==> config.mk <==
export PLATFORM = sky130hd
export DESIGN_NAME = ploidy_birth_death_step_core
export DESIGN_NICKNAME = d
export VERILOG_FILES = /design/src/hw/rtl/pbd_pkg.sv /design/src/hw/rtl/pbd_ram.sv /design/src/hw/rtl/ploidy_birth_death_step_core.sv
export SDC_FILE = /design/constraint.sdc
export NUM_CORES = 1
export LEC_CHECK = 0
export BUFFER_PORTS_ARGS = -buffer_cell sky130_fd_sc_hd__buf_2
export CAP_MARGIN = 20
export CORE_ASPECT_RATIO = 0.7
export CORE_MARGIN = 2
export CORE_UTILIZATION = 47
export DETAILED_ROUTE_END_ITERATION = 8
export PLACE_DENSITY_LB_ADDON = 0.1
export RECOVER_POWER = 25
export SLEW_MARGIN = 20
export SYNTH_ARGS = -nofsm -noshare
export SYNTH_HDL_FRONTEND = slang
export SYNTH_HIERARCHICAL = 1
export SYNTH_SLANG_ARGS = --single-unit
==> constraint.sdc <==
create_clock -name clk -period 9.6 [get_ports clk]
set_input_delay 1.92 -clock clk [delete_from_list [all_inputs] [get_ports clk]]
set_output_delay 1.92 -clock clk [all_outputs]
set_load 0.005 [all_outputs]
==> src/hw/rtl/pbd_pkg.sv <==
// Shared constants and codes for the ploidy birth-death step core.
// Used by ploidy_birth_death_step_core and the testbench; no dependencies.
package pbd_pkg;

  // Default sizing of the level histogram.
  localparam int NUM_LEVELS_DEF = 30;
  localparam int COUNT_BITS_DEF = 16;

  // Fixed field widths at the ports.
  localparam int MODE_W     = 2;
  localparam int DRAW_W     = 16;
  localparam int LEVEL_W    = 5;
  localparam int EVENT_W    = 3;
  localparam int FCOUNT_W   = 16;
  localparam int THR_W      = 17;
  localparam int CFG_IDX_W  = 2;
  localparam int CFG_DATA_W = 17;

  // Item modes.
  localparam logic [MODE_W-1:0] MODE_STEP    = 2'd0;
  localparam logic [MODE_W-1:0] MODE_RESTART = 2'd1;

  // Result event codes.
  localparam logic [EVENT_W-1:0] EV_HOMOPLOID = 3'd0;
  localparam logic [EVENT_W-1:0] EV_POLYPLOID = 3'd1;
  localparam logic [EVENT_W-1:0] EV_EXTINCT   = 3'd2;
  localparam logic [EVENT_W-1:0] EV_DIED      = 3'd3;
  localparam logic [EVENT_W-1:0] EV_TARGET    = 3'd4;
  localparam logic [EVENT_W-1:0] EV_BAD_DRAW  = 3'd5;
  localparam logic [EVENT_W-1:0] EV_RESTARTED = 3'd6;
  localparam logic [EVENT_W-1:0] EV_READ      = 3'd7;

  // Configuration register indexes.
  localparam logic [CFG_IDX_W-1:0] REG_START_COUNT = 2'd0;
  localparam logic [CFG_IDX_W-1:0] REG_TARGET_POP  = 2'd1;
  localparam logic [CFG_IDX_W-1:0] REG_SPLIT_THR   = 2'd2;
  localparam logic [CFG_IDX_W-1:0] REG_POLY_THR    = 2'd3;

  // Configuration reset values.
  localparam logic [FCOUNT_W-1:0] START_COUNT_RST = 16'd10;
  localparam logic [FCOUNT_W-1:0] TARGET_POP_RST  = 16'd1000;
  localparam logic [THR_W-1:0]    SPLIT_THR_RST   = 17'd32768;
  localparam logic [THR_W-1:0]    POLY_THR_RST    = 17'd16384;

endpackage

==> src/hw/rtl/pbd_ram.sv <==
// Generic single-port-write, single-port-read RAM with registered read data.
// No dependencies; instantiated by ploidy_birth_death_step_core.
module pbd_ram #(
  parameter int WIDTH = 16,
  parameter int DEPTH = 30
) (
  input  logic                     clk,
  input  logic                     we,
  input  logic [$clog2(DEPTH)-1:0] waddr,
  input  logic [WIDTH-1:0]         wdata,
  input  logic [$clog2(DEPTH)-1:0] raddr,
  output logic [WIDTH-1:0]         rdata
);

  logic [WIDTH-1:0] mem [DEPTH];

  always_ff @(posedge clk) begin
    if (we) begin
      mem[waddr] <= wdata;
    end
    rdata <= mem[raddr];
  end

endmodule

==> src/hw/rtl/ploidy_birth_death_step_core.sv <==
// Top level of the ploidy birth-death step core: control sequencer, population
// register and configuration. Depends on pbd_pkg and pbd_ram.
//
// Usage. Items enter on the in_ channel (valid/ready) and each item produces
// exactly one result item on the out_ channel (valid/ready). Mode 0 performs
// one birth-death step from the three supplied draws, mode 1 reloads the
// start state (start_count in level zero), and mode 2 (or 3) reads one level
// count. Configuration registers are written through cfg_we/cfg_index/
// cfg_wdata and must only be changed while the core is idle.
//
// Timing. The level histogram lives in a synchronous RAM with registered read
// data. A step walks the cumulative sum one level per cycle, updates the picked
// level and then completes its result. A read waits for the read data (a read
// past the last level does not), while a restart or a flagged step (target
// reached, bad draw) goes straight to its result.
// The core handles one item at a time and takes the next item on the cycle
// after its result is loaded into the output register, even if that result
// has not been taken yet.
//
// Reset clears the histogram through per-level valid bits, sets the population
// to zero and loads the configuration defaults. When the receiver stalls, the
// output register holds its result and the core waits before loading the next.
module ploidy_birth_death_step_core #(
  parameter int NUM_LEVELS = pbd_pkg::NUM_LEVELS_DEF,
  parameter int COUNT_BITS = pbd_pkg::COUNT_BITS_DEF
) (
  input  logic                             clk,
  input  logic                             rst_n,
  // Input item channel.
  input  logic                             in_valid,
  output logic                             in_ready,
  input  logic [pbd_pkg::MODE_W-1:0]       in_mode,
  input  logic [pbd_pkg::DRAW_W-1:0]       in_bin_draw,
  input  logic [pbd_pkg::DRAW_W-1:0]       in_split_draw,
  input  logic [pbd_pkg::DRAW_W-1:0]       in_polyploid_draw,
  input  logic [pbd_pkg::LEVEL_W-1:0]      in_read_index,
  // Result item channel.
  output logic                             out_valid,
  input  logic                             out_ready,
  output logic [pbd_pkg::EVENT_W-1:0]      out_event_res,
  output logic [pbd_pkg::LEVEL_W-1:0]      out_level,
  output logic [pbd_pkg::FCOUNT_W-1:0]     out_level_count,
  output logic [pbd_pkg::FCOUNT_W-1:0]     out_population,
  output logic                             out_target_reached,
  // Configuration write port.
  input  logic                             cfg_we,
  input  logic [pbd_pkg::CFG_IDX_W-1:0]    cfg_index,
  input  logic [pbd_pkg::CFG_DATA_W-1:0]   cfg_wdata
);

  import pbd_pkg::*;

  // Index, running-sum and comparison widths.
  localparam int LVL_W = $clog2(NUM_LEVELS);
  localparam int LW2   = (LVL_W > LEVEL_W) ? LVL_W : LEVEL_W;
  localparam int SUM_W = COUNT_BITS + LVL_W;
  localparam int CMP_W = (SUM_W > DRAW_W + 1) ? SUM_W : DRAW_W + 1;
  localparam int CW    = (COUNT_BITS > FCOUNT_W) ? COUNT_BITS : FCOUNT_W;

  localparam logic [COUNT_BITS-1:0] CNT_MAX = {COUNT_BITS{1'b1}};
  localparam logic [LVL_W-1:0]      LAST    = LVL_W'(NUM_LEVELS - 1);

  typedef enum logic [5:0] {
    ST_IDLE   = 6'b000001,
    ST_EXEC   = 6'b000010,
    ST_SCAN   = 6'b000100,
    ST_UPD    = 6'b001000,
    ST_RDWAIT = 6'b010000,
    ST_FIN    = 6'b100000
  } state_t;

  // Control and state registers.
  state_t                 state_r, state_nxt;
  logic [LVL_W-1:0]       idx_r, idx_nxt;
  logic [SUM_W-1:0]       sum_r, sum_nxt;
  logic [LVL_W-1:0]       pick_r, pick_nxt;
  logic [COUNT_BITS-1:0]  pcnt_r, pcnt_nxt;
  logic [COUNT_BITS-1:0]  pop_r, pop_nxt;
  logic [NUM_LEVELS-1:0]  valid_r, valid_nxt;
  logic [LVL_W-1:0]       raddr_q_r;

  // Latched item fields.
  logic [MODE_W-1:0]      mode_r;
  logic [DRAW_W-1:0]      bin_r;
  logic [DRAW_W-1:0]      split_r;
  logic [DRAW_W-1:0]      pp_r;
  logic [LEVEL_W-1:0]     ridx_r;

  // Pending result, completed with the population in the final state.
  logic [EVENT_W-1:0]     res_ev_r, res_ev_nxt;
  logic [LEVEL_W-1:0]     res_lvl_r, res_lvl_nxt;
  logic [FCOUNT_W-1:0]    res_cnt_r, res_cnt_nxt;

  // Output register.
  logic                   out_valid_r, out_valid_nxt;
  logic [EVENT_W-1:0]     out_ev_r, out_ev_nxt;
  logic [LEVEL_W-1:0]     out_lvl_r, out_lvl_nxt;
  logic [FCOUNT_W-1:0]    out_cnt_r, out_cnt_nxt;
  logic [FCOUNT_W-1:0]    out_pop_r, out_pop_nxt;
  logic                   out_tgt_r, out_tgt_nxt;

  // Configuration registers.
  logic [FCOUNT_W-1:0]    start_count_r;
  logic [FCOUNT_W-1:0]    target_pop_r;
  logic [THR_W-1:0]       split_thr_r;
  logic [THR_W-1:0]       poly_thr_r;

  // RAM port signals.
  logic                   ram_we;
  logic [LVL_W-1:0]       ram_waddr;
  logic [COUNT_BITS-1:0]  ram_wdata;
  logic [LVL_W-1:0]       ram_raddr;
  logic [COUNT_BITS-1:0]  ram_rdata;

  // Derived values.
  logic                   in_accept;
  logic [COUNT_BITS-1:0]  rd_cnt;
  logic [CW-1:0]          start_ext;
  logic [COUNT_BITS-1:0]  start_sat;
  logic [CW-1:0]          pop_ext;
  logic [LW2-1:0]         pick_ext;
  logic [LW2-1:0]         ridx_ext;
  logic                   ridx_in_range;

  pbd_ram #(
    .WIDTH (COUNT_BITS),
    .DEPTH (NUM_LEVELS)
  ) u_counts (
    .clk   (clk),
    .we    (ram_we),
    .waddr (ram_waddr),
    .wdata (ram_wdata),
    .raddr (ram_raddr),
    .rdata (ram_rdata)
  );

  assign in_ready  = (state_r == ST_IDLE);
  assign in_accept = in_valid && in_ready;

  // An entry that has not been written since reset or restart reads as zero.
  assign rd_cnt = valid_r[raddr_q_r] ? ram_rdata : '0;

  // The start count is saturated to the count width.
  assign start_ext = (CW'(start_count_r) > CW'(CNT_MAX)) ? CW'(CNT_MAX)
                                                         : CW'(start_count_r);
  assign start_sat = start_ext[COUNT_BITS-1:0];

  assign pop_ext       = CW'(pop_r);
  assign pick_ext      = LW2'(pick_r);
  assign ridx_ext      = LW2'(ridx_r);
  assign ridx_in_range = (int'(ridx_r) < NUM_LEVELS);

  // Sequencer: decode, cumulative-sum scan, read-modify-write and result.
  always_comb begin
    logic [SUM_W-1:0]      sum_acc;
    logic                  speciate;
    logic                  up;
    logic [COUNT_BITS-1:0] dcnt;
    logic [COUNT_BITS-1:0] dnew;
    logic [LVL_W-1:0]      dest;
    logic [COUNT_BITS-1:0] ncnt;
    logic [COUNT_BITS-1:0] npop;

    state_nxt   = state_r;
    idx_nxt     = idx_r;
    sum_nxt     = sum_r;
    pick_nxt    = pick_r;
    pcnt_nxt    = pcnt_r;
    pop_nxt     = pop_r;
    valid_nxt   = valid_r;
    res_ev_nxt  = res_ev_r;
    res_lvl_nxt = res_lvl_r;
    res_cnt_nxt = res_cnt_r;
    ram_we      = 1'b0;
    ram_waddr   = '0;
    ram_wdata   = '0;
    ram_raddr   = '0;

    out_valid_nxt = out_valid_r && !out_ready;
    out_ev_nxt    = out_ev_r;
    out_lvl_nxt   = out_lvl_r;
    out_cnt_nxt   = out_cnt_r;
    out_pop_nxt   = out_pop_r;
    out_tgt_nxt   = out_tgt_r;

    sum_acc  = sum_r + SUM_W'(rd_cnt);
    speciate = ({1'b0, split_r} < split_thr_r);
    up       = ({1'b0, pp_r} < poly_thr_r) && (pick_r != LAST);
    dcnt     = up ? rd_cnt : pcnt_r;
    dnew     = (dcnt == CNT_MAX) ? dcnt : dcnt + 1'b1;
    dest     = up ? pick_r + 1'b1 : pick_r;
    ncnt     = (pcnt_r == '0) ? pcnt_r : pcnt_r - 1'b1;
    npop     = pop_r - 1'b1;

    unique case (state_r)
      ST_IDLE: begin
        if (in_accept) begin
          state_nxt = ST_EXEC;
        end
      end

      ST_EXEC: begin
        unique case (mode_r)
          MODE_RESTART: begin
            ram_we      = 1'b1;
            ram_waddr   = '0;
            ram_wdata   = start_sat;
            valid_nxt   = '0;
            valid_nxt[0] = 1'b1;
            pop_nxt     = start_sat;
            res_ev_nxt  = EV_RESTARTED;
            res_lvl_nxt = '0;
            res_cnt_nxt = start_ext[FCOUNT_W-1:0];
            state_nxt   = ST_FIN;
          end
          MODE_STEP: begin
            if ((pop_ext >= CW'(target_pop_r)) || (pop_r == CNT_MAX)) begin
              res_ev_nxt  = EV_TARGET;
              res_lvl_nxt = '0;
              res_cnt_nxt = '0;
              state_nxt   = ST_FIN;
            end else if (CW'(bin_r) >= pop_ext) begin
              res_ev_nxt  = EV_BAD_DRAW;
              res_lvl_nxt = '0;
              res_cnt_nxt = '0;
              state_nxt   = ST_FIN;
            end else begin
              ram_raddr = '0;
              idx_nxt   = '0;
              sum_nxt   = '0;
              state_nxt = ST_SCAN;
            end
          end
          default: begin
            // Reads (mode 2, and the unused mode 3 behaves the same way).
            res_ev_nxt  = EV_READ;
            res_lvl_nxt = ridx_r;
            if (ridx_in_range) begin
              ram_raddr = ridx_ext[LVL_W-1:0];
              state_nxt = ST_RDWAIT;
            end else begin
              res_cnt_nxt = '0;
              state_nxt   = ST_FIN;
            end
          end
        endcase
      end

      ST_RDWAIT: begin
        res_cnt_nxt = FCOUNT_W'(CW'(rd_cnt));
        state_nxt   = ST_FIN;
      end

      ST_SCAN: begin
        // rd_cnt holds level idx_r; the read of the next level is already
        // under way so the level above a pick is ready for the update.
        sum_nxt   = sum_acc;
        ram_raddr = (idx_r == LAST) ? LAST : idx_r + 1'b1;
        if ((CMP_W'(bin_r) + 1'b1) <= CMP_W'(sum_acc)) begin
          pick_nxt  = idx_r;
          pcnt_nxt  = rd_cnt;
          state_nxt = ST_UPD;
        end else if (idx_r == LAST) begin
          res_ev_nxt  = EV_BAD_DRAW;
          res_lvl_nxt = '0;
          res_cnt_nxt = '0;
          state_nxt   = ST_FIN;
        end else begin
          idx_nxt = idx_r + 1'b1;
        end
      end

      ST_UPD: begin
        res_lvl_nxt = pick_ext[LEVEL_W-1:0];
        state_nxt   = ST_FIN;
        if (speciate) begin
          ram_we          = 1'b1;
          ram_waddr       = dest;
          ram_wdata       = dnew;
          valid_nxt[dest] = 1'b1;
          pop_nxt         = pop_r + 1'b1;
          res_ev_nxt      = up ? EV_POLYPLOID : EV_HOMOPLOID;
          res_cnt_nxt     = FCOUNT_W'(CW'(up ? pcnt_r : dnew));
          if (({1'b0, pp_r} < poly_thr_r) && !up) begin
            // Polyploid speciation at the top level saturates in place.
            res_ev_nxt = EV_POLYPLOID;
          end
        end else if (npop == '0) begin
          // The population died out: reload the start state.
          ram_we       = 1'b1;
          ram_waddr    = '0;
          ram_wdata    = start_sat;
          valid_nxt    = '0;
          valid_nxt[0] = 1'b1;
          pop_nxt      = start_sat;
          res_ev_nxt   = EV_DIED;
          res_cnt_nxt  = (pick_r == '0) ? start_ext[FCOUNT_W-1:0] : '0;
        end else begin
          ram_we            = 1'b1;
          ram_waddr         = pick_r;
          ram_wdata         = ncnt;
          valid_nxt[pick_r] = 1'b1;
          pop_nxt           = npop;
          res_ev_nxt        = EV_EXTINCT;
          res_cnt_nxt       = FCOUNT_W'(CW'(ncnt));
        end
      end

      ST_FIN: begin
        if (!out_valid_r || out_ready) begin
          out_valid_nxt = 1'b1;
          out_ev_nxt    = res_ev_r;
          out_lvl_nxt   = res_lvl_r;
          out_cnt_nxt   = res_cnt_r;
          out_pop_nxt   = pop_ext[FCOUNT_W-1:0];
          out_tgt_nxt   = (pop_ext >= CW'(target_pop_r));
          state_nxt     = ST_IDLE;
        end
      end

      default: begin
        state_nxt = ST_IDLE;
      end
    endcase
  end

  // Control registers.
  always_ff @(posedge clk) begin
    if (!rst_n) begin
      state_r     <= ST_IDLE;
      pop_r       <= '0;
      valid_r     <= '0;
      out_valid_r <= 1'b0;
    end else begin
      state_r     <= state_nxt;
      pop_r       <= pop_nxt;
      valid_r     <= valid_nxt;
      out_valid_r <= out_valid_nxt;
    end
  end

  // Payload and working registers.
  always_ff @(posedge clk) begin
    idx_r     <= idx_nxt;
    sum_r     <= sum_nxt;
    pick_r    <= pick_nxt;
    pcnt_r    <= pcnt_nxt;
    raddr_q_r <= ram_raddr;
    res_ev_r  <= res_ev_nxt;
    res_lvl_r <= res_lvl_nxt;
    res_cnt_r <= res_cnt_nxt;
    out_ev_r  <= out_ev_nxt;
    out_lvl_r <= out_lvl_nxt;
    out_cnt_r <= out_cnt_nxt;
    out_pop_r <= out_pop_nxt;
    out_tgt_r <= out_tgt_nxt;
    if (in_accept) begin
      mode_r  <= in_mode;
      bin_r   <= in_bin_draw;
      split_r <= in_split_draw;
      pp_r    <= in_polyploid_draw;
      ridx_r  <= in_read_index;
    end
  end

  // Configuration registers.
  always_ff @(posedge clk) begin
    if (!rst_n) begin
      start_count_r <= START_COUNT_RST;
      target_pop_r  <= TARGET_POP_RST;
      split_thr_r   <= SPLIT_THR_RST;
      poly_thr_r    <= POLY_THR_RST;
    end else if (cfg_we) begin
      unique case (cfg_index)
        REG_START_COUNT: start_count_r <= cfg_wdata[FCOUNT_W-1:0];
        REG_TARGET_POP:  target_pop_r  <= cfg_wdata[FCOUNT_W-1:0];
        REG_SPLIT_THR:   split_thr_r   <= cfg_wdata[THR_W-1:0];
        REG_POLY_THR:    poly_thr_r    <= cfg_wdata[THR_W-1:0];
        default: begin
        end
      endcase
    end
  end

  assign out_valid          = out_valid_r;
  assign out_event_res      = out_ev_r;
  assign out_level          = out_lvl_r;
  assign out_level_count    = out_cnt_r;
  assign out_population     = out_pop_r;
  assign out_target_reached = out_tgt_r;

  // The running sum never passes the population, since the population is the
  // sum of all level counts.
  a_scan_sum_bounded: assert property (@(posedge clk) disable iff (!rst_n)
    (state_r == ST_SCAN) |-> (sum_r <= SUM_W'(pop_r)))
    else $error("cumulative sum exceeds population during scan");

  // An accepted item always goes to the decode state next.
  a_accept_to_exec: assert property (@(posedge clk) disable iff (!rst_n)
    in_accept |=> (state_r == ST_EXEC))
    else $error("accepted item did not enter decode");

  // A new result only appears after the final state loaded it.
  a_result_from_fin: assert property (@(posedge clk) disable iff (!rst_n)
    $rose(out_valid_r) |-> ($past(state_r) == ST_FIN))
    else $error("result appeared outside the final state");

  // The histogram is not written while a scan is walking it.
  a_no_write_in_scan: assert property (@(posedge clk) disable iff (!rst_n)
    (state_r == ST_SCAN) |-> !ram_we)
    else $error("level count written during scan");

endmodule

# Yosys cells after proc, flatten, opt, wreduce, memory -nomap -nowiden
# Memory sizes are Yosys's and may differ from the RTL's. A register that Yosys moved wholly into a read port is not among the register bits.
# Cells that the tools add are included.
# word_totals
n_memories	1
ramBits	480
reg_bits	291
rom_bits	0
latchBits	0
elab_cells	192
input_bits	79
out_inout_bits	43
# classes
eq_ne	26
addsub	8
order_cmp	12
reduce_logical	34
mux	83
shifts	0
mul	0
div	0
n_bitwise	2
# memory_table
name	depth	word_bits	read_ports	rd_ports_with_merged_regs	wr	line_no	text
u_counts.mem	30	16	1	1	1	pbd_ram.sv:15	logic [WIDTH-1:0] mem [DEPTH];
# ops
op	n
2-to-1 mux 16 bit	20
one-hot mux 16 bit (2 select lines)	3
2-to-1 mux 30 bit	3
2-to-1 mux 5 bit	16
one-hot mux 16 bit (4 select lines)	1
2-to-1 mux 21 bit	3
OR 30 bit	2
one-hot mux 30 bit (2 select lines)	1
2-to-1 mux 6 bit	7
one-hot mux 21 bit (2 select lines)	1
< comparator 16 x 17 -> 1 bit	2
adder 16 x 1 -> 16 bit (second input constant)	2
equality test 16 bit (second input constant)	2
greater-or-equal comparator 16 bit	2
zero test 16 bit	2
subtractor 16 x 1 -> 16 bit (second input constant)	2
one-hot mux 5 bit (2 select lines)	3
one-hot mux 6 bit (5 select lines)	1
adder 21 x 16 -> 21 bit	1
less-or-equal comparator 17 x 21 -> 1 bit	1
< comparator 5 x 6 -> 1 bit (second input constant)	3
adder 16 x 1 -> 17 bit (second input constant)	1
greater-than comparator 16 bit (second input constant)	1
inequality test 2 bit (second input constant)	8
other kinds (39)	77

# Logic depth before layout (Yosys ltp)
# Gate-level depths: netlist (run 1).
# logic_depth
ltp_word	10
depth_mapped	27
mapped_depth_nobuf	25

# Cells and area by module
# The synthesis (run 1) kept the hierarchy.
# modules_own_cells
mod	n_inst	area_per_inst_um2	cells_per_inst
pbd_ram	1	19042.0	930
ploidy_birth_death_step_core	1	17355.4	1846

# Least setup slack after synthesis (run 1)
# No wires, ideal clock.
# synth_path
kind	register to register
startpoint	register raddr_q_r[0]
endpoint	register res_ev_r[0], enable pin
path_buffers	2
arrival_ns	5.922
setup_slack_ns	3.347
required_ns	9.268
path_stages_with_launch	26
setup_ns	0.332
path_cell_list	dfxtp_1 -> buf_6 -> mux4_2 -> mux2_2 -> o221ai_4 -> nand3_2 -> clkbuf_1 -> and2_1 -> fa_1 -> a211oi_1 -> o21bai_1 -> a21oi_1 -> o21bai_1 -> a21oi_1 -> o21bai_1 -> a21oi_1 -> xor2_1 -> ha_1 -> and4_1 -> o211ai_1 -> o311a_1 -> a211oi_1 -> mux2i_1 -> or3_1 -> o21ai_0 -> and3_1
# synth_via
elab_chain_len	7
# synth_lines
element	line_no	text
start, declared	ploidy_birth_death_step_core.sv:80	logic [LVL_W-1:0] raddr_q_r;
start signal, assigned	ploidy_birth_death_step_core.sv:348	raddr_q_r <= ram_raddr;
binary-select mux 1 bit (select 5 bit)	ploidy_birth_death_step_core.sv:141	assign rd_cnt = valid_r[raddr_q_r] ? ram_rdata : '0;
2-to-1 mux 1 bit (implied by the code)	ploidy_birth_death_step_core.sv:141	
2-to-1 mux 16 bit	ploidy_birth_death_step_core.sv:141	
net rd_cnt[1]	ploidy_birth_death_step_core.sv:117	logic [COUNT_BITS-1:0] rd_cnt;
adder 21 x 16 -> 21 bit	ploidy_birth_death_step_core.sv:186	sum_acc = sum_r + SUM_W'(rd_cnt);
less-or-equal comparator 17 x 21 -> 1 bit	ploidy_birth_death_step_core.sv:259	if ((CMP_W'(bin_r) + 1'b1) <= CMP_W'(sum_acc)) begin
inequality test 2 bit (no source line)	-	
AND reduction 4 bit (no source line)	-	
end signal, assigned	ploidy_birth_death_step_core.sv:349	res_ev_r <= res_ev_nxt;
end, declared	ploidy_birth_death_step_core.sv:90	logic [EVENT_W-1:0] res_ev_r, res_ev_nxt;
# The timed path passes the listed nets, and every way through them passes these cells. The select of a mux whose other input is x is not followed.
# A chain may end at the register's enable or synchronous reset.

# Worst setup path after layout (run 1)
# layout_path
startpoint	register raddr_q_r[0]
endpoint	register res_ev_r[1], enable pin
# The elaborated chain is that of the path after synthesis.

==> results of run 1 <==
report_power, final:
part / leakage, nW / internal, mW / switching, mW / total [mW]
combinational: 5.10 / 0.118 / 0.239 / 0.357
sequential: 6.14 / 3.70 / 0.0366 / 3.73
clock: 1.23 / 1.70 / 1.33 / 3.03
total: 12.5 / 5.52 / 1.60 / 7.12
sequential cells by signal, indices dropped and copies added, names as in the netlist, 5 cells and up:
signal / count
state_r: 6
split_r: 16
valid_r: 30
res_cnt_r: 16
out_level: 5
target_pop_r: 16
pcnt_r: 16
out_level_count: 16
idx_r: 5
out_population: 16
sum_r: 21
start_count_r: 16
bin_r: 16
pop_ext: 16
raddr_q_r: 5
pick_ext: 5
u_counts/mem: 480
pp_r: 16
res_lvl_r: 5
ridx_ext: 5
split_thr_r: 17
poly_thr_r: 17
u_counts/rdata: 16
worst paths after layout:
| kind | start | to | slack, ns |
|---|---|---|---|
| hold / removal | res_ev_r[1] | out_event_res[1] | 0.41 |
| setup / recovery | raddr_q_r[0] | res_ev_r[1] | 1.13 |
| hold reg to reg | res_ev_r[1] | out_event_res[1] | 0.41 |
| setup reg to reg | raddr_q_r[0] | res_ev_r[1] | 1.13 |
kinds of logic (layout without fill, tap and decap cells):
| kind of cell | Yosys count | count (layout) |
|---|---|---|
| adders and majority gates | 109 | 109 |
| muxes | 201 | 201 |
| buffers and inverters | 234 | 439 |
| other | 0 | 1 |
| xor gates and xnor gates | 70 | 70 |
| DFF | 787 | 787 |
| AOI/OAI and AO/OA | 565 | 565 |
| and+or+nand+nor | 810 | 810 |
layer usage:
metal,GRT usage,vias to the layer above
met2,0.357,1180
met1,0.446,12600
met4,0.0529,0
met5,0,-
met3,0.0683,128
li1,-,11000
synthesized netlist by cell type, drive strengths merged, types with 8 or more instances:
library cell	number
edfxtp	647
nand2	267
a21oi	169
nor2	146
dfxtp	140
ha	108
inv	90
mux2i	88
clkbuf	86
mux4	86
nand3	82
o21ai	60
buf	56
nor3	46
xnor2	42
a31oi	41
a211oi	37
nand4	31
and3	30
nor2b	30
o22ai	30
nor4	28
xor2	28
mux2	27
a22oi	26
and2	26
o211ai	26
or3	25
a21o	21
or2	19
a22o	18
nand2b	17
nand3b	17
a221oi	16
o221ai	16
nor3b	13
a211o	10
and4	10
o21a	10
a311oi	9
o31a	9
o31ai	9
o311ai	8
per-stage QoR:
step	util	total power, mW	worst slack [ns]	instances	cell area (um2)
global route	0.530	7.34	0.581	4026	40700
finish	0.530	7.12	1.13	4026	40700
floorplan	-	4.01	3.35	2776	36400
detailed placement	0.498	4.15	1.61	3877	38300
CTS	0.531	7.17	1.56	4025	40800
global placement	0.498	4.14	1.79	3875	38200
area by class of cell:
| type | count | area (um2) | share of cell area |
|---|---|---|---|
| Antenna cell | 1 | 2.50 | 0.0000615 |
| Clock buffer | 103 | 2150 | 0.0529 |
| Clock inverter | 45 | 382 | 0.00938 |
| Inverter | 92 | 345 | 0.00849 |
| Multi-Input combinational cell | 1755 | 13200 | 0.324 |
| Sequential cell | 787 | 22200 | 0.546 |
| Tap cell | 1044 | 1310 | 0.0321 |
| Timing Repair Buffer | 199 | 1110 | 0.0272 |
==> reports/results.ini, run 1 <==
[sta]
rsz0062_at_grt = no
clock-skew-final_ns = 0.0302
finalCritPeriodShare = 0.882
finalHoldViolations = 0
setup_viol = 0
tns_ns = 0
min_period_ns = 8.47
worstMarginPinSlew_ns = 3.35
drv_slew = 467
slew_headroom = -1.23
fmax_mhz = 118
hold_ws_ns = 0.407

[setup_path]
cp_max_fo = 17
end_kind = register
worstSetupPathType = register to register
slowest_delay_ns = 0.67
cp_slowest_cell = dfxtp_1
critPathTopFamily = compound AO/OA/AOI/OAI gates
cp-start-kind = register
r2r_cells = 24
critPathRequiredTime_ns = 9.89
cp_num_buf_inv = 0
path_cells = mux4_2 > mux2_1 > o221ai_4 > nand3_1 > and2_0 > ha_1 > fa_1 > a211oi_1 > o21bai_1 > a21oi_1 > o21bai_1 > a21oi_1 > o21bai_1 > a21oi_1 > xor2_1 > ha_1 > and4_1 > o211ai_1 > o311a_1 > a211oi_1 > mux2i_1 > or3_1 > o21ai_0 > and3_1
arrival_ns = 8.76
path_depth = 24

[worst_hold_path]
whs_path_depth = 0
hp-class = register to register

[global_route]
overflow = 0
grt_pass1_wl_um = 159000
track_usage = 0.271
grt_pass1_vias = 23600
grt_max_degree = 94
antenna_found_initial = 5

[route]
firstDrtPassIters = 6
ant_nets = 0
wl_met2_um = 42800
drt-initial-drc-count = 3093
detail_route.wl_per_cell_um = 26.9
wl_um = 108000
met1Wirelength_um = 52800
route.met3.wl_um = 11200
num_vias = 24900
routed_via_density = 6.20
drc_errors = 0
highest_layer = met4

[place]
gp_congestion = 0.946
hpwlAfterDp_um = 76500
io_buffers = 121

[yosys]
synth_seq_area_share = 0.611
ys_warn_count = 6
synth-seq-cells = 787
yosysUniqueCellTypes = 100
synth_xor_area_frac = 0.0168
synthesis.area_um2 = 36400
synth_flop_cell = edfxtp_1
synthAdderAreaFrac = 0.0377
synth_nets = 2964
synth_cells = 2776
synth_compound_area_frac = 0.106
synth_top_area_cell = edfxtp_1
synth_top_family_by_area = simple AND/OR/NAND/NOR gates
synth_area_leaders = edfxtp_1 (53%), dfxtp_1 (7.7%), mux4_2 (4.5%)
ys_async_sr_fraction = 0
synth_top_area_share = 0.534
synth-simple-area-share = 0.111
synth_edf_count = 647
syn_area_per_cell_um2 = 13.1
yosys-mux-area-fraction = 0.0879

[status]
violations = capacitance limit, slew limit
status = complete, but fails checks

[floorplan]
dieArea_um2 = 79700
core_um2 = 76800
io_pins = 122
fp-row-count = 85
start_util = 0.474
die_h_um = 237
die_w_um = 337

[cts]
cts_inserted_buffers = 79
postCtsSetupBuffers = 0
clkSlewWorstSetupHoldPaths_ns = 0.06
cts_max_path_buffers = 3
cts-resized-gates = 0
htreeDepth = 3
ctsHoldBuffers = 0
clock_latency_ns = 0.65
cts_tree = done
cts.sinks = 787
cts_root_buffer = clkbuf_16

[cells_and_area]
nNetsFinal = 3102
drive_above_1_share = 0.141
final_common_cell = edfxtp_1
area_growth_pct = 11.8
final_cell_mix = edfxtp_1 (647), nand2_1 (266), a21oi_1 (168)
nFillCells = 6524

[power_and_ir_drop]
power_density_nw_per_um2 = 175
peakVddDrop_v = 0.000121
p_leak_nw = 12.5

[flow_run]
cap_violations = 13

No activity file was read; power rests on OpenSTA's default activity.
==> run 2: changes to the inputs <==
- ABC_AREA: unset -> 1
- CORE_ASPECT_RATIO: 0.7 -> unset
- SETUP_SLACK_MARGIN: unset -> 0.05
==> run 2 against run 1 <==
Against the previous run: the flow still finishes with violations (capacitance limit, slew limit); non-clock buffer count shrank 9; synthesized area grew 3.8%; clock skew grew 0.011 ns; synthesized cell count grew 42%; critical path type unchanged; largest cell class unchanged; highest routed layer unchanged.
==> reports/results.ini, run 2 <==
[floorplan]
io_pins = 122  ; unchanged
die_h_um = 287  ; +21%
start_util = 0.476  ; +0.00244
fp-row-count = 103  ; +21%
dieArea_um2 = 82600  ; +3.7%
core_um2 = 79300  ; +3.2%
die_w_um = 287  ; -15%

[global_route]
grt_pass1_wl_um = 167000  ; +5.3%
antenna_found_initial = 1  ; -4
track_usage = 0.268  ; -0.00380
overflow = 0  ; unchanged
grt_pass1_vias = 26400  ; +12%
grt_max_degree = 137  ; +46%

[yosys]
synth_area_leaders = edfxtp_1 (51%), nand2_1 (12%), dfxtp_1 (7.4%)
synthesis.area_um2 = 37800  ; +3.8%
synth_flop_cell = edfxtp_1
synth_cells = 3932  ; +42%
synth_nets = 4120  ; +39%
synth_seq_area_share = 0.589  ; -0.0221
synth_top_area_share = 0.514  ; -0.0193
yosysUniqueCellTypes = 66  ; -34%
synth_common_cells = nand2_1 (1160), edfxtp_1 (647), nand3_1 (486)
ys_warn_count = 6  ; unchanged
syn_area_per_cell_um2 = 9.60  ; -27%
synth_most_common_cell = nand2_1
synth_top_area_cell = edfxtp_1
synth-seq-cells = 787  ; unchanged
synth_edf_count = 647  ; unchanged
ys_async_sr_fraction = 0  ; unchanged

[sta]
clock-skew-final_ns = 0.0412  ; +0.0111 ns
min_period_ns = 7.54  ; -0.933 ns
setup_viol = 0  ; unchanged
tns_ns = 0  ; unchanged
rsz0062_at_grt = no
fmax_mhz = 133  ; +12%
worstMarginPinSlew_ns = 3.59  ; +0.238 ns
slew_headroom = -1.39  ; -0.158
finalCritPeriodShare = 0.785  ; -0.0971
drv_slew = 420  ; -10%
finalHoldViolations = 0  ; unchanged

[route]
drc_errors = 0  ; unchanged
firstDrtPassIters = 5  ; -1
routed_via_density = 5.50  ; -11%
ant_nets = 0  ; unchanged
wl_um = 111000  ; +2.5%
num_vias = 28400  ; +14%
drt-initial-drc-count = 2694  ; -13%
detail_route.wl_per_cell_um = 21.6  ; -20%

[cts]
cts_inserted_buffers = 87  ; +10%
cts-resized-gates = 0  ; unchanged
cts.sinks = 787  ; unchanged
cts_max_path_buffers = 3  ; unchanged
cts_root_buffer = clkbuf_16
cts_tree = done
htreeDepth = 3  ; unchanged
ctsHoldBuffers = 0  ; unchanged
postCtsSetupBuffers = 0  ; unchanged
clkSlewWorstSetupHoldPaths_ns = 0.06  ; about the same
clock_latency_ns = 0.66  ; about the same

[setup_path]
path_depth = 17  ; -29%
critPathTopFamily = buffers and inverters
r2r-start = state_r[5]
timing.rr.end = u_counts/rdata[6]
critPathLaunch = state_r[5]
r2r_slack_ns = 2.06  ; +0.93 ns
cp_num_buf_inv = 6  ; +6
worstSetupPathType = register to register
arrival_ns = 8.13  ; -0.63 ns
crit_path_end = u_counts/rdata[6]
crit_top_cell = nand2_1
critPathRequiredTime_ns = 10.19  ; +0.30 ns
path_cells = nor2_1 > inv_1 > nor4_2 > inv_1 > nor3_1 > inv_1 > o22ai_4 > clkbuf_1 > inv_4 > buf_4 > nand3_1 > nand3_1 > nand2_1 > nand2_1 > nand2_1 > nand2_1 > nand2_1
cp_slowest_cell = clkbuf_1
cp_max_fo = 74  ; +57
end_kind = register
r2r_cells = 17  ; -29%
cp-start-kind = register
slowest_delay_ns = 2.37  ; +1.70 ns

[cells_and_area]
seq_area_um2 = 22200  ; unchanged
largest_register_ffs = 480  ; unchanged
nNetsFinal = 4219  ; +36%
nFillCells = 7330  ; +12%
area_growth_pct = 11.4
instances_no_fill = 5155  ; +28%
multiInputGateArea_um2 = 13300  ; +1.2%
final_common_cell = nand2_1
drive_above_1_share = 0.0914  ; -0.0498
largestRegisters = u_counts/mem: 480 flops, valid_r: 30 flops, sum_r: 21 flops
final_cell_mix = nand2_1 (1161), edfxtp_1 (647), nand3_1 (490)
regMostFlops = u_counts/mem

[place]
hpwlAfterDp_um = 71400  ; -6.7%
dp_cells = 4992  ; +29%
gp_congestion = 0.979  ; +3.5%
io_buffers = 121  ; unchanged

[power_and_ir_drop]
peakVddDrop_v = 0.000158  ; +30%
p_leak_nw = 16.5  ; +32%
power_density_nw_per_um2 = 183  ; +4.5%

[flow_run]
cap_violations = 10  ; -3

[worst_hold_path]
hp-class = register to register

[status]
violations = capacitance limit, slew limit
status = complete, but fails checks

run 2: changes by cell type after synthesis, sizes merged, moves of 31 or more:
cell    change
a31oi      -36
nand2     +904
a211oi     -35
nand3     +416
buf        +61
inv       +232
o21ai     +108
mux2i      -88
mux4       -86
nor2       +88
xnor2      -31
run 2: power by group:
part	internal [mW]	switching, mW
sequential	3.72	0.0442
combinational	0.162	0.417
clock	1.94	1.41
run 2: per-stage QoR:
| step | cell area (um2) | setup WS [ns] | power [mW] | util | hold slack [ns] |
|---|---|---|---|---|---|
| 2_1_floorplan | 37800 | 4.87 | 4.21 | - | 0.400 |
| 3_3_place_gp | 39300 | 3.25 | 4.41 | 0.496 | 0.408 |
| 3_5_place_dp | 39300 | 3.10 | 4.41 | 0.496 | 0.409 |
| 4_1_cts | 42200 | 3.07 | 7.76 | 0.533 | 0.423 |
| 5_1_grt | 42100 | 1.66 | 7.97 | 0.531 | 0.435 |
| 6_report | 42100 | 2.06 | 7.70 | 0.531 | 0.424 |
run 2: how the worst min path moves through the flow:
| stage | startpoint | to | cells past startpoint |
|---|---|---|---|
| after floorplan | res_ev_r[0] | out_event_res[0] | 0 |
| after global placement | res_lvl_r[2] | out_level[2] | 0 |
| after detailed placement | res_lvl_r[2] | out_level[2] | 0 |
| after CTS | res_lvl_r[2] | out_level[2] | 0 |
| after global routing | res_ev_r[0] | out_event_res[0] | 0 |
| final | res_lvl_r[1] | out_level[1] | 0 |
run 2: cell families (layout without fill, tap and decap cells):
group	after synthesis	in the layout	share of synthesized area
compound gates	454	454	0.0683
flops	787	787	0.589
fa+ha+maj	109	109	0.0363
xor+xnor	68	68	0.0166
buf+inv	507	678	0.0597
simple gates	2007	2007	0.230
other cells	0	2	0
run 2: final cells by class:
class | count | share of cell area
antenna | 2 | 0.000119
clock buffer | 118 | 0.0591
clock inverter | 43 | 0.0100
inverter | 327 | 0.0294
multi-input combinational | 2638 | 0.317
sequential | 787 | 0.528
tap | 1050 | 0.0312
timing repair buffer | 190 | 0.0252
run 2: routing by layer:
metal | up-vias | part of all wire | GRT usage
met5 | - | 0 | 0
met4 | 0 | 0.040 | 0.103
met3 | 202 | 0.058 | 0.0288
met2 | 1007 | 0.46 | 0.428
met1 | 13500 | 0.44 | 0.376
li1 | 13600 | - | -
